[config.mk]
export PLATFORM = sky130hd
export DESIGN_NAME = dr96_finish
export DESIGN_NICKNAME = d
export VERILOG_FILES = /design/src/dr96_pkg.sv /design/src/dr96_finish.sv
export SDC_FILE = /design/constraint.sdc
export NUM_CORES = 1
export LEC_CHECK = 0
export BUFFER_PORTS_ARGS = -buffer_cell sky130_fd_sc_hd__buf_2
export CAP_MARGIN = 30
export CORE_ASPECT_RATIO = 0.75
export CORE_MARGIN = 2
export CORE_UTILIZATION = 53
export CTS_CLUSTER_DIAMETER = 30
export DETAILED_ROUTE_END_ITERATION = 16
export MAX_ROUTING_LAYER = met4
export PLACE_DENSITY = 0.86
export SETUP_SLACK_MARGIN = 0.5
export SLEW_MARGIN = 15
export SYNTH_ARGS = -nofsm -noshare
export SYNTH_HDL_FRONTEND = slang
export SYNTH_SLANG_ARGS = --single-unit
[constraint.sdc]
create_clock -name aclk -period 9.2 [get_ports aclk]
set_clock_uncertainty 0.2 [all_clocks]
set_input_delay 2.3 -clock aclk [delete_from_list [all_inputs] [get_ports aclk]]
set_output_delay 2.3 -clock aclk [all_outputs]
set_load 0.03 [all_outputs]
[src/dr96_pkg.sv]
// ----------------------------------------------------------------------------
// dr96_pkg
// Shared types and constants for the decimal round-to-integer pipeline.
// ----------------------------------------------------------------------------
package dr96_pkg;

    localparam int MAX_SCALE  = 28;
    localparam int NUM_LIMBS  = 3;
    localparam int NUM_STAGES = MAX_SCALE * NUM_LIMBS;

    localparam logic [31:0] SIGN_MASK     = 32'h8000_0000;
    localparam logic [31:0] SCALE_MASK    = 32'h00FF_0000;
    localparam logic [31:0] RESERVED_MASK = ~(SIGN_MASK | SCALE_MASK);

    // 2^32 = 10 * LIMB_QUOT + LIMB_REM
    localparam logic [31:0] LIMB_QUOT = 32'd429496729;
    localparam logic [3:0]  LIMB_REM  = 4'd6;
    // ceil(2^37 / 10), exact for dividends below 2^34
    localparam logic [33:0] RECIP10   = 34'd13743895348;
    localparam int          RECIP_SH  = 37;

    typedef enum logic [1:0] {
        OP_TRUNC  = 2'd0,
        OP_FLOOR  = 2'd1,
        OP_ROUND  = 2'd2,
        OP_NEGATE = 2'd3
    } op_t;

    typedef struct packed {
        logic [1:0]  operation;
        logic [31:0] mant_low;
        logic [31:0] mant_mid;
        logic [31:0] mant_high;
        logic [31:0] flag_word;
    } in_req_t;

    typedef struct packed {
        logic [31:0] res_low;
        logic [31:0] res_mid;
        logic [31:0] res_high;
        logic [31:0] res_flags;
        logic        bad_input;
    } out_req_t;

    // Working state that travels down the pipe
    typedef struct packed {
        op_t                      op;
        logic [2:0][31:0]         mant;
        logic [31:0]              flags;
        logic [4:0]               scale;
        logic                     err;
        logic [3:0]               rem;
        logic [3:0]               top;
        logic                     sticky;
    } pipe_t;

endpackage

[src/dr96_finish.sv]
// ----------------------------------------------------------------------------
// dr96_finish
// Final increment for floor and round, sign handling and output register.
// ----------------------------------------------------------------------------
module dr96_finish (
    input  logic            aclk,
    input  logic            aresetn,
    input  logic            advance,
    input  logic            in_valid,
    input  dr96_pkg::pipe_t in_data,
    output logic            out_valid,
    output dr96_pkg::out_req_t out_data
);
    import dr96_pkg::*;

    logic     valid_reg;
    out_req_t res_reg;
    out_req_t res_next;
    logic     inc;
    logic     neg;
    logic     above;
    logic     half;
    logic [95:0] mag;
    logic [95:0] mag_inc;

    always_comb begin
        neg     = in_data.flags[31];
        above   = (in_data.top > 4'd5) || (in_data.top == 4'd5 && in_data.sticky);
        half    = (in_data.top == 4'd5) && !in_data.sticky;
        mag     = {in_data.mant[2], in_data.mant[1], in_data.mant[0]};
        mag_inc = mag + 96'd1;
        case (in_data.op)
            OP_FLOOR: inc = neg && (in_data.top != 4'd0 || in_data.sticky);
            OP_ROUND: inc = above || (half && mag[0]);
            default:  inc = 1'b0;
        endcase
        res_next = '0;
        if (in_data.err) begin
            res_next.bad_input = 1'b1;
        end else begin
            {res_next.res_high, res_next.res_mid, res_next.res_low} = inc ? mag_inc : mag;
            if (in_data.op == OP_NEGATE) begin
                res_next.res_flags = in_data.flags ^ SIGN_MASK;
            end else begin
                res_next.res_flags = in_data.flags & SIGN_MASK;
            end
        end
    end

    always_ff @(posedge aclk) begin
        if (!aresetn) begin
            valid_reg <= 1'b0;
        end else if (advance) begin
            valid_reg <= in_valid;
        end
    end

    always_ff @(posedge aclk) begin
        if (advance) begin
            res_reg <= res_next;
        end
    end

    assign out_valid = valid_reg;
    assign out_data  = res_reg;

endmodule

==> results of run 1 <==
[final timing paths]
path / slack, ns / to / start
worst max-delay path: 4.05 / out_data[61] / in_data[47]
worst min register to register: 0.35 / out_valid / out_valid
worst max register to register: 8.39 / out_valid / out_valid
worst min-delay path: 0.35 / out_valid / out_valid
[kinds of logic after synthesis]
| kind of cell | Yosys count | synth area share (%) |
|---|---|---|
| DFF | 130 | 55.8 |
| muxes | 3 | 0.466 |
| xor gates and xnor gates | 62 | 7.78 |
| adders and majority gates | 4 | 0.717 |
| and+or+nand+nor | 357 | 27.6 |
| AOI/OAI and AO/OA | 70 | 5.48 |
| buffers and inverters | 39 | 2.15 |
[critical path, stage by stage]
cell     delay (ns)
buf_2          0.15
ha_1           0.25
nand3_1        0.21
nor4b_1        0.87
nand3_1        0.54
or4_1          0.64
a21oi_1        0.22
[placed cells by master (no fill, tap or decap), types with 6 or more instances in the layout]
master | netlist | final
xnor2_1 | 36 | 36
buf_4 | 0 | 7
edfxtp_1 | 129 | 129
and3_1 | 15 | 15
clkbuf_16 | 0 | 17
nand2_1 | 44 | 44
and4_1 | 6 | 6
o21ai_0 | 28 | 27
or4_1 | 11 | 11
inv_1 | 12 | 12
buf_2 | 2 | 267
nor2b_1 | 9 | 9
nand4_1 | 50 | 50
nor3_1 | 11 | 10
or3_1 | 30 | 30
nor2_1 | 80 | 80
a21oi_1 | 31 | 31
nor4_1 | 26 | 26
xor2_1 | 26 | 26
and2_1 | 34 | 34
nand3_1 | 27 | 27
o31ai_1 | 6 | 6
[metal layers]
metal | global-route usage (%) | vias up
met5 | - | -
met4 | 11.6 | 0
met3 | 5.17 | 47
met2 | 46.2 | 360
met1 | 38.1 | 3040
li1 | - | 3033
[sequential cells by signal, indices dropped and copies added, names as in the netlist]
name and count:
out_data 129, out_valid 1
[final cells by class]
class                      count  area [µm²]  area share (%)
antenna                        1        2.50          0.0273
clock buffer                  17         425            4.64
clock inverter                15         183            1.99
inverter                      12        45.0           0.491
multi-input combinational    496        2950            32.1
sequential                   130        3890            42.4
tap                          171         214            2.33
timing repair buffer         278        1470            16.0
[power groups by stage]
stage	clock [mW]	sequential (mW)	combinational (mW)
after CTS	0.688	0.713	0.262
after global routing	0.717	0.716	0.285
after floorplan	0	0.818	0.0524
final	0.686	0.712	0.267
after global placement	0	0.722	0.257
after detailed placement	0	0.725	0.261
==> key figures, run 1 <==
Global route
  • First-pass GRT wire length: 30.6 mm
  • Antenna violations before repair: 1
  • Pin count of the biggest net entering global routing: 104
  • Vias in the first global route: 5882
  • Global route total overflow: 0
  • Total Routing Usage GR: 29.3%

Synthesis
  • Post-Syn Area: 0.00698 mm²
  • Post-synthesis average cell area: 10.5 µm²
  • FFs w/ async S/R, synth: 0%
  • Top-area cell type share of the netlist area: 55.5%
  • Post-synth net total: 818
  • Number of synthesized flops with an enable pin: 129
  • Largest area contributor in the netlist: edfxtp_1
  • Flops & latches, synth: 130
  • Syn. warnings: 0
  • Cells after Synth: 665
  • Sequential share of the synthesized area: 55.8%
  • Synth area leaders: edfxtp_1, xnor2_1, nand4_1
  • Synth Flop Type: edfxtp_1
  • Distinct cells, synth: 38
  • Most common cell in the netlist: edfxtp_1
  • Top cells by count, synth: edfxtp_1, nor2_1, nand4_1

Final layout
  • Final Cell Area: 0.00918 mm²
  • Layout net count: 1088
  • Fillers: 991
  • Fin util: 71.0%
  • Area Growth Syn to Fin: 31.4%
  • Share of cells above drive strength 1: 34.1%
  • Post-route insts no fill: 1120

Drt
  • Max Used Layer: met4
  • Detailed-route wire length per cell: 18.1 µm
  • Drt via density: 5.79
  • DRT iter0 DRCs: 561
  • Metal-1 WL: 8.30 mm
  • Vias: 6480
  • DR WL met2: 9.61 mm
  • Routed Antenna Nets: 0
  • Drt drc: 0
  • Final wirelength: 20.3 mm
  • Pre-antenna DRT Iters: 6
  • Routed length on met3: 1.80 mm

Min path
  • Worst hold path stage count: 2
  • Type of the worst min-delay path: flip-flop to flip-flop

Die
  • Die H: 103 µm
  • Die Wd: 137 µm
  • Starting Density: 54.0%
  • Core Region: 0.0129 mm²
  • Die footprint: 0.0141 mm²
  • I/O pin cnt: 279
  • Num rows: 36

Place
  • Detailed Place HPWL: 14.6 mm
  • Placed cells: 1082
  • Pre-CTS setup slack: 3.49 ns
  • Port Buf Inserts: 269
  • Area post-placement: 0.00848 mm²
  • Placer Congestion: 0.895

Worst setup path
  • Worst Setup Start Kind: input pin
  • Critical setup path kind: input pin to flip-flop
  • R2R cell count: 2
  • Crit. End Element: flip-flop
  • Critical Path RT: 9.24 ns
  • Worst Path Arrival: 5.19 ns
  • CP Max Fanout: 9

Clocking
  • Clk root buf: clkbuf_16
  • Clk sink count: 130
  • Num CTS Buffers: 17
  • CTS tree: yes
  • Htree depth: 4
  • Clk slew on worst S/H paths: 0.07 ns
  • Post-cts sizing count: 0
  • Worst-case clock buffer depth: 2
  • Setup Buffers After CTS: 0
  • Clk Latency, worst-skew pair: 0.42 ns
  • CTS Hold Bufs: 0

Timing
  • Minimum clock period: 5.15 ns
  • RSZ-0062 raised after global routing: false
  • Final hold vios: 0
  • Worst setup margin: 4.05 ns
  • Tcrit/Tclk final: 56.0%
  • Max-slew violation count: 0
  • Max Clock Freq: 194 MHz
  • Least-Margin Pin Slew: 0.948 ns
  • Normalized max-slew margin: 35.9%
  • # setup viols final: 0
  • Worst hold slack: 0.348 ns
  • TNS Setup: 0 ns

Pwr
  • Power per standard cell area: 181 mW/mm²
  • Seq pwr share: 42.8%
  • Sw frac: 29.8%
  • Switching pwr: 496 µW
  • Total chip power: 1.67 mW
  • Clock power frac: 41.2%
  • Combinational share of power: 16.0%
  • Leak Pwr: 3.50 nW
  • Int Pwr: 1.17 mW
  • Max VDD drop: 146 µV

Outcome
  • Status: complete, no violations

Job
  • Max-cap violations: 0
No activity file was read; power rests on OpenSTA's default activity.
==> run 2: changes to the inputs <==
--- a/config.mk
+++ b/config.mk
@@ -9,11 +9,11 @@
 export CAP_MARGIN = 30
 export CORE_ASPECT_RATIO = 0.75
 export CORE_MARGIN = 2
-export CORE_UTILIZATION = 53
+export CORE_UTILIZATION = 49
 export CTS_CLUSTER_DIAMETER = 30
 export DETAILED_ROUTE_END_ITERATION = 16
 export MAX_ROUTING_LAYER = met4
-export PLACE_DENSITY = 0.86
+export PLACE_DENSITY = 0.81
 export SETUP_SLACK_MARGIN = 0.5
 export SLEW_MARGIN = 15
 export SYNTH_ARGS = -nofsm -noshare
==> constraint.sdc (replaced) <==
create_clock -name aclk -period 4.8 [get_ports aclk]
set_clock_uncertainty 0.2 [all_clocks]
set_input_delay 1.2 -clock aclk [delete_from_list [all_inputs] [get_ports aclk]]
set_output_delay 1.2 -clock aclk [all_outputs]
set_load 0.03 [all_outputs]
==> run 2 against run 1 <==
First-iteration DRC count is 17% lower. Sequential power is 91% higher. Routed wire length is 1.0% higher. Via count is 0.69% lower. Final area is 0.65% lower. Critical path depth stayed put. Setup slack worse by 3.2 ns. Die area is 7.9% higher.
==> key figures, run 2 (synthesized netlist as in run 1, its figures left out) <==
Outcome
  • Status: complete, no violations (unchanged)

Timing
  • Max Clock Freq: 252 MHz
  • Least-Margin Pin Slew: 0.815 ns (was 0.948 ns)
  • RSZ-0062 raised after global routing: false (unchanged)
  • # setup viols final: 0 (unchanged)
  • Tcrit/Tclk final: 82.5%
  • Final hold vios: 0 (unchanged)
  • TNS Setup: 0 ns (unchanged)
  • Normalized max-slew margin: 45.6% (was 35.9%)
  • Minimum clock period: 3.96 ns
  • Worst setup margin: 0.839 ns (was 4.05 ns)
  • Worst hold slack: 0.318 ns (was 0.348 ns)
  • Max-slew violation count: 0 (unchanged)

Drt
  • Final wirelength: 20.5 mm (was 20.3 mm)
  • Detailed-route wire length per cell: 18.2 µm (was 18.1 µm)
  • Pre-antenna DRT Iters: 5 (was 6)
  • DRT iter0 DRCs: 467 (was 561)
  • Routed Antenna Nets: 0 (unchanged)
  • Vias: 6435 (was 6480)
  • Drt drc: 0 (unchanged)
  • Drt via density: 5.72 (was 5.79)

Clocking
  • Num CTS Buffers: 17 (unchanged)
  • CTS Hold Bufs: 0 (unchanged)
  • Worst-case clock buffer depth: 2 (unchanged)
  • Clk Latency, worst-skew pair: 0.41 ns (was 0.42 ns)
  • Clk sink count: 130 (unchanged)
  • Htree depth: 4 (unchanged)
  • Setup Buffers After CTS: 0 (unchanged)
  • Post-cts sizing count: 0 (unchanged)
  • Clk slew on worst S/H paths: 0.06 ns (was 0.07 ns)
  • CTS tree: yes (unchanged)
  • Clk root buf: clkbuf_16 (unchanged)

Global route
  • Total Routing Usage GR: 27.2% (was 29.3%)
  • First-pass GRT wire length: 30.9 mm (was 30.6 mm)
  • Antenna violations before repair: 0 (was 1)
  • Global route total overflow: 0 (unchanged)
  • Vias in the first global route: 5937 (was 5882)
  • Pin count of the biggest net entering global routing: 75 (was 104)

Worst setup path
  • CP Max Fanout: 14 (was 9)
  • Worst Setup Start Kind: input pin (unchanged)
  • Critical setup path kind: input pin to flip-flop (unchanged)
  • Critical Path RT: 4.85 ns (was 9.24 ns)
  • Worst Path Arrival: 4.01 ns (was 5.19 ns)
  • R2R cell count: 2 (unchanged)
  • Crit. End Element: flip-flop (unchanged)

Die
  • Die footprint: 0.0152 mm² (was 0.0141 mm²)
  • Die Wd: 142 µm (was 137 µm)
  • I/O pin cnt: 279 (unchanged)
  • Die H: 107 µm (was 103 µm)
  • Starting Density: 50.6% (was 54.0%)
  • Num rows: 37 (was 36)
  • Core Region: 0.0138 mm² (was 0.0129 mm²)

Place
  • Placed cells: 1093 (was 1082)
  • Area post-placement: 0.00855 mm² (was 0.00848 mm²)
  • Pre-CTS setup slack: 0.474 ns (was 3.49 ns)
  • Placer Congestion: 0.901 (was 0.895)
  • Detailed Place HPWL: 15.2 mm (was 14.6 mm)
  • Port Buf Inserts: 269 (unchanged)

Pwr
  • Max VDD drop: 253 µV (was 146 µV)
  • Leak Pwr: 3.48 nW (was 3.50 nW)
  • Power per standard cell area: 342 mW/mm² (was 181 mW/mm²)

Final layout
  • Layout net count: 1090 (was 1088)
  • Post-route insts no fill: 1125 (was 1120)
  • Share of cells above drive strength 1: 34.2% (was 34.1%)
  • Commonest cells after routing, fill and taps aside: buf_2, edfxtp_1, nor2_1, nand4_1, nand2_1 (unchanged)
  • Fillers: 1146 (was 991)
  • Largest register FFs: 129 (unchanged)
  • Commonest non-fill, non-tap cell in the layout: buf_2 (unchanged)
  • Area Growth Syn to Fin: 30.6% (was 31.4%)
  • Ant diodes: 0 (was 1)
  • Final Cell Area: 0.00911 mm² (was 0.00918 mm²)

Job
  • Max-cap violations: 0 (unchanged)

Min path
  • Worst hold path stage count: 2 (unchanged)
  • Type of the worst min-delay path: flip-flop to flip-flop (unchanged)
[run 2: cell types whose count changed in the layout (fill, tap and decap cells not counted), sizes merged]
cell	delta
clkinv	+1
bufinv	-1
diode	-1
buf	+2
[run 2: routing by layer]
layer  share of wire (%)  routed length, µm  vias up  GRT usage (%)
met4                 3.1                629        0           11.1
met3                 9.6               1960       46           7.56
met2                  47               9560      324           41.1
met5                   0                  0        -              -
li1                    -                  -     3042              -
met1                  41               8320     3023           35.1
[run 2: metrics by stage]
stage / power (mW) / utilization (%)
finish: 3.12 / 66.1
global route: 3.22 / 66.1
CTS: 3.13 / 66.1
detailed placement: 1.89 / 62.0
global placement: 1.88 / 62.0
floorplan: 1.67 / -
[run 2: worst max-delay path: stages]
cell and delay, ns:
buf_2 0.14, nand3_2 0.13, or4_1 0.74, or4_4 0.53, or4_4 0.61, or4_1 0.50, a21oi_1 0.15
[run 2: cell type report]
type	instances	area (µm²)	share of cell area (%)
Clock buffer	17	425	4.67
Clock inverter	15	140	1.54
Sequential cell	130	3890	42.7
Timing Repair Buffer	280	1450	15.9
Tap cell	175	219	2.40
Multi-Input combinational cell	496	2950	32.3
Inverter	12	45.0	0.494
[run 2: path summary, 6_finish.rpt]
check / start / to / slack, ns
setup reg to reg: out_valid / out_valid / 4.00
hold reg to reg: out_valid / out_valid / 0.32
setup / recovery: in_data[74] / out_data[60] / 0.84
hold / removal: out_valid / out_valid / 0.32
[run 2: power by group]
group          leakage, nW  internal (mW)  switching, mW  total, mW
Clock                0.274          0.685          0.559       1.24
Sequential            1.25           1.34         0.0215       1.36
Combinational         1.95          0.150          0.359      0.509
Total                 3.48           2.18          0.939       3.12
==> run 3: changes to the inputs <==
--- a/config.mk
+++ b/config.mk
@@ -5,11 +5,12 @@
 export SDC_FILE = /design/constraint.sdc
 export NUM_CORES = 1
 export LEC_CHECK = 0
+export ABC_AREA = 1
 export BUFFER_PORTS_ARGS = -buffer_cell sky130_fd_sc_hd__buf_2
 export CAP_MARGIN = 30
 export CORE_ASPECT_RATIO = 0.75
 export CORE_MARGIN = 2
-export CORE_UTILIZATION = 49
+export CORE_UTILIZATION = 52
 export CTS_CLUSTER_DIAMETER = 30
 export DETAILED_ROUTE_END_ITERATION = 16
 export MAX_ROUTING_LAYER = met4
==> constraint.sdc (replaced) <==
create_clock -name aclk -period 4.05 [get_ports aclk]
set_clock_uncertainty 0.2 [all_clocks]
set_input_delay 1.0125 -clock aclk [delete_from_list [all_inputs] [get_ports aclk]]
set_output_delay 1.0125 -clock aclk [all_outputs]
set_load 0.03 [all_outputs]
==> run 3 against run 2 <==
Critical endpoint is now out_data[56]. Critical path depth up 5. Via count up 44%. Highest routed layer unchanged. Global-route usage up 6.9 points. Synthesized area up 26%. Synthesized cell count up 85%. Setup slack better by 0.30 ns. Final area up 21%. Sequential share of layout area down 7.3 points.
==> key figures, run 3 <==
Pwr
  • Leak Pwr: 4.87 nW (was 3.48 nW)
  • Power per standard cell area: 350 mW/mm² (was 342 mW/mm²)
  • Max VDD drop: 268 µV (was 253 µV)

Clocking
  • Post-cts sizing count: 0 (unchanged)
  • Clk sink count: 130 (unchanged)
  • Worst-case clock buffer depth: 2 (unchanged)
  • Num CTS Buffers: 17 (unchanged)
  • Clk root buf: clkbuf_16 (unchanged)
  • Clk slew on worst S/H paths: 0.06 ns (about the same)
  • CTS tree: yes (unchanged)
  • Setup Buffers After CTS: 0 (unchanged)
  • CTS Hold Bufs: 0 (unchanged)
  • Htree depth: 4 (unchanged)
  • Clk Latency, worst-skew pair: 0.43 ns (was 0.41 ns)

Synthesis
  • Syn. warnings: 0 (unchanged)
  • Top-area cell type share of the netlist area: 44.0% (was 55.5%)
  • Most common cell in the netlist: nand2_1 (was edfxtp_1)
  • Cells after Synth: 1227 (was 665)
  • Distinct cells, synth: 33 (was 38)
  • FFs w/ async S/R, synth: 0% (unchanged)
  • Post-synth net total: 1380 (was 818)
  • Largest area contributor in the netlist: edfxtp_1 (unchanged)
  • Number of synthesized flops with an enable pin: 129 (unchanged)
  • Post-Syn Area: 0.00881 mm² (was 0.00698 mm²)
  • Synth Flop Type: edfxtp_1 (unchanged)
  • Sequential share of the synthesized area: 44.2% (was 55.8%)
  • Post-synthesis average cell area: 7.18 µm² (was 10.5 µm²)
  • Top cells by count, synth: nand2_1, nor2_1, inv_1 (was edfxtp_1, nor2_1, nand4_1)
  • Flops & latches, synth: 130 (unchanged)
  • Synth area leaders: edfxtp_1, nand2_1, nor2_1 (was edfxtp_1, xnor2_1, nand4_1)

Global route
  • Total Routing Usage GR: 34.2% (was 27.2%)
  • First-pass GRT wire length: 44.9 mm (was 30.9 mm)
  • Global route total overflow: 0 (unchanged)
  • Vias in the first global route: 8269 (was 5937)
  • Antenna violations before repair: 1 (was 0)
  • Pin count of the biggest net entering global routing: 98 (was 75)

Final layout
  • Largest register FFs: 129 (unchanged)
  • Commonest cells after routing, fill and taps aside: nand2_1, nor2_1, buf_2, inv_1, edfxtp_1 (was buf_2, edfxtp_1, nor2_1, nand4_1, nand2_1)
  • Share of cells above drive strength 1: 23.9% (was 34.2%)
  • Layout net count: 1646 (was 1090)
  • Fin util: 65.7% (was 66.1%)
  • Post-route insts no fill: 1723 (was 1125)
  • Area Growth Syn to Fin: 24.8% (was 30.6%)
  • Commonest non-fill, non-tap cell in the layout: nand2_1 (was buf_2)

Die
  • Num rows: 41 (was 37)
  • Die H: 117 µm (was 107 µm)
  • Core Region: 0.0167 mm² (was 0.0138 mm²)
  • I/O pin cnt: 279 (unchanged)
  • Die Wd: 154 µm (was 142 µm)
  • Starting Density: 52.7% (was 50.6%)
  • Die footprint: 0.0180 mm² (was 0.0152 mm²)

Timing
  • Least-Margin Pin Slew: 0.637 ns (was 0.815 ns)
  • Minimum clock period: 2.91 ns
  • Tcrit/Tclk final: 71.9%
  • # setup viols final: 0 (unchanged)
  • Normalized max-slew margin: 57.5% (was 45.6%)
  • Final hold vios: 0 (unchanged)
  • TNS Setup: 0 ns (unchanged)
  • Worst hold slack: 0.375 ns (was 0.318 ns)
  • Worst setup margin: 1.14 ns (was 0.839 ns)
  • Max Clock Freq: 343 MHz
  • Max-slew violation count: 0 (unchanged)
  • RSZ-0062 raised after global routing: false (unchanged)

Place
  • Detailed Place HPWL: 23.7 mm (was 15.2 mm)
  • Port Buf Inserts: 269 (unchanged)
  • Pre-CTS setup slack: 0.758 ns (was 0.474 ns)
  • Placed cells: 1689 (was 1093)
  • Placer Congestion: 0.999 (was 0.901)

Worst setup path
  • R2R Setup Slk: 3.18 ns (was 4.00 ns)
  • Worst Setup Start Kind: input pin (unchanged)
  • CP bufs+invs: 1 (unchanged)
  • Most frequent cell on the critical path: nand2_1
  • CP cell instances: buf_2 -> nand2_1 -> nor2_1 -> nand2_1 -> nor2_4 -> nand2_2 -> nor2_1 -> nand2_1 -> nor2_2 -> nand2_1 -> nand2_1 -> nor2_1 (was buf_2 -> nand3_2 -> or4_1 -> or4_4 -> or4_4 -> or4_1 -> a21oi_1)
  • Critical Path RT: 4.04 ns (was 4.85 ns)
  • Crit. End Element: flip-flop (unchanged)
  • Worst Path Arrival: 2.91 ns (was 4.01 ns)
  • Critical setup path kind: input pin to flip-flop (unchanged)
  • Delay-heaviest family, CP: simple AND/OR/NAND/NOR gates (unchanged)
  • Critical path's slowest cell: nor2_1 (was or4_1)
  • Slowest Stage Delay on Critical Path: 0.41 ns (was 0.74 ns)
  • CP Max Fanout: 5 (was 14)

Drt
  • Final wirelength: 30.0 mm (was 20.5 mm)
  • Routed Antenna Nets: 0 (unchanged)
  • DRT iter0 DRCs: 930 (was 467)
  • Detailed-route wire length per cell: 17.4 µm (was 18.2 µm)
  • Drt via density: 5.38 (was 5.72)
  • Pre-antenna DRT Iters: 5 (unchanged)
  • Drt drc: 0 (unchanged)
  • Vias: 9267 (was 6435)

Outcome
  • Status: complete, no violations (unchanged)

Job
  • Max-cap violations: 0 (unchanged)

Min path
  • Type of the worst min-delay path: flip-flop to flip-flop (unchanged)
run 3: worst paths after layout:
kind	cells after the start	startpoint	endpoint
setup reg to reg	2	out_valid	out_valid
hold / removal	2	out_valid	out_valid
hold reg to reg	2	out_valid	out_valid
setup / recovery	12	in_data[60]	out_data[56]
run 3: through the flow:
stage          power (mW)  cell area, µm²
3_3_place_gp         2.33           10400
6_report             3.85           11000
5_1_grt              3.98           11000
3_5_place_dp         2.35           10400
4_1_cts              3.86           11000
2_1_floorplan        2.06            8810
run 3: area by class of cell:
cell class / instances / area (µm²)
fillers: 1504 / 5730
multi-input cells: 916 / 4220
flip-flops and latches: 130 / 3890
repair buffers: 277 / 1450
inverters: 151 / 567
clock buffers: 17 / 425
well taps: 215 / 269
clock inverters: 15 / 164
diodes: 2 / 5.00
run 3: per-layer routing:
layer | share of wire (%) | global-route usage (%) | vias up
li1 | - | - | 4464
met1 | 44 | 47.5 | 4277
met2 | 44 | 52.2 | 491
met3 | 10 | 6.98 | 35
met4 | 1.4 | 7.47 | 0
met5 | 0 | - | -
run 3: power breakdown:
part	internal (mW)	leakage (nW)	switching [mW]
clock network	0.824	0.283	0.699
logic	0.195	3.34	0.514
registers	1.59	1.25	0.0264
run 3: kinds of logic (layout without fill, tap and decap cells):
family	after synthesis	count (layout)	synth area share, %
buf+inv	181	460	7.97
flops	130	130	44.2
xor+xnor	20	20	1.99
simple gates	833	833	41.6
compound gates	59	59	3.72
other cells	0	2	0
fa+ha+maj	4	4	0.568
run 3: worst min-delay path, delay by kind of cell (launching register included):
family             cells  cell delay (ns)
AOI/OAI and AO/OA      2             0.21
DFF                    1             0.32
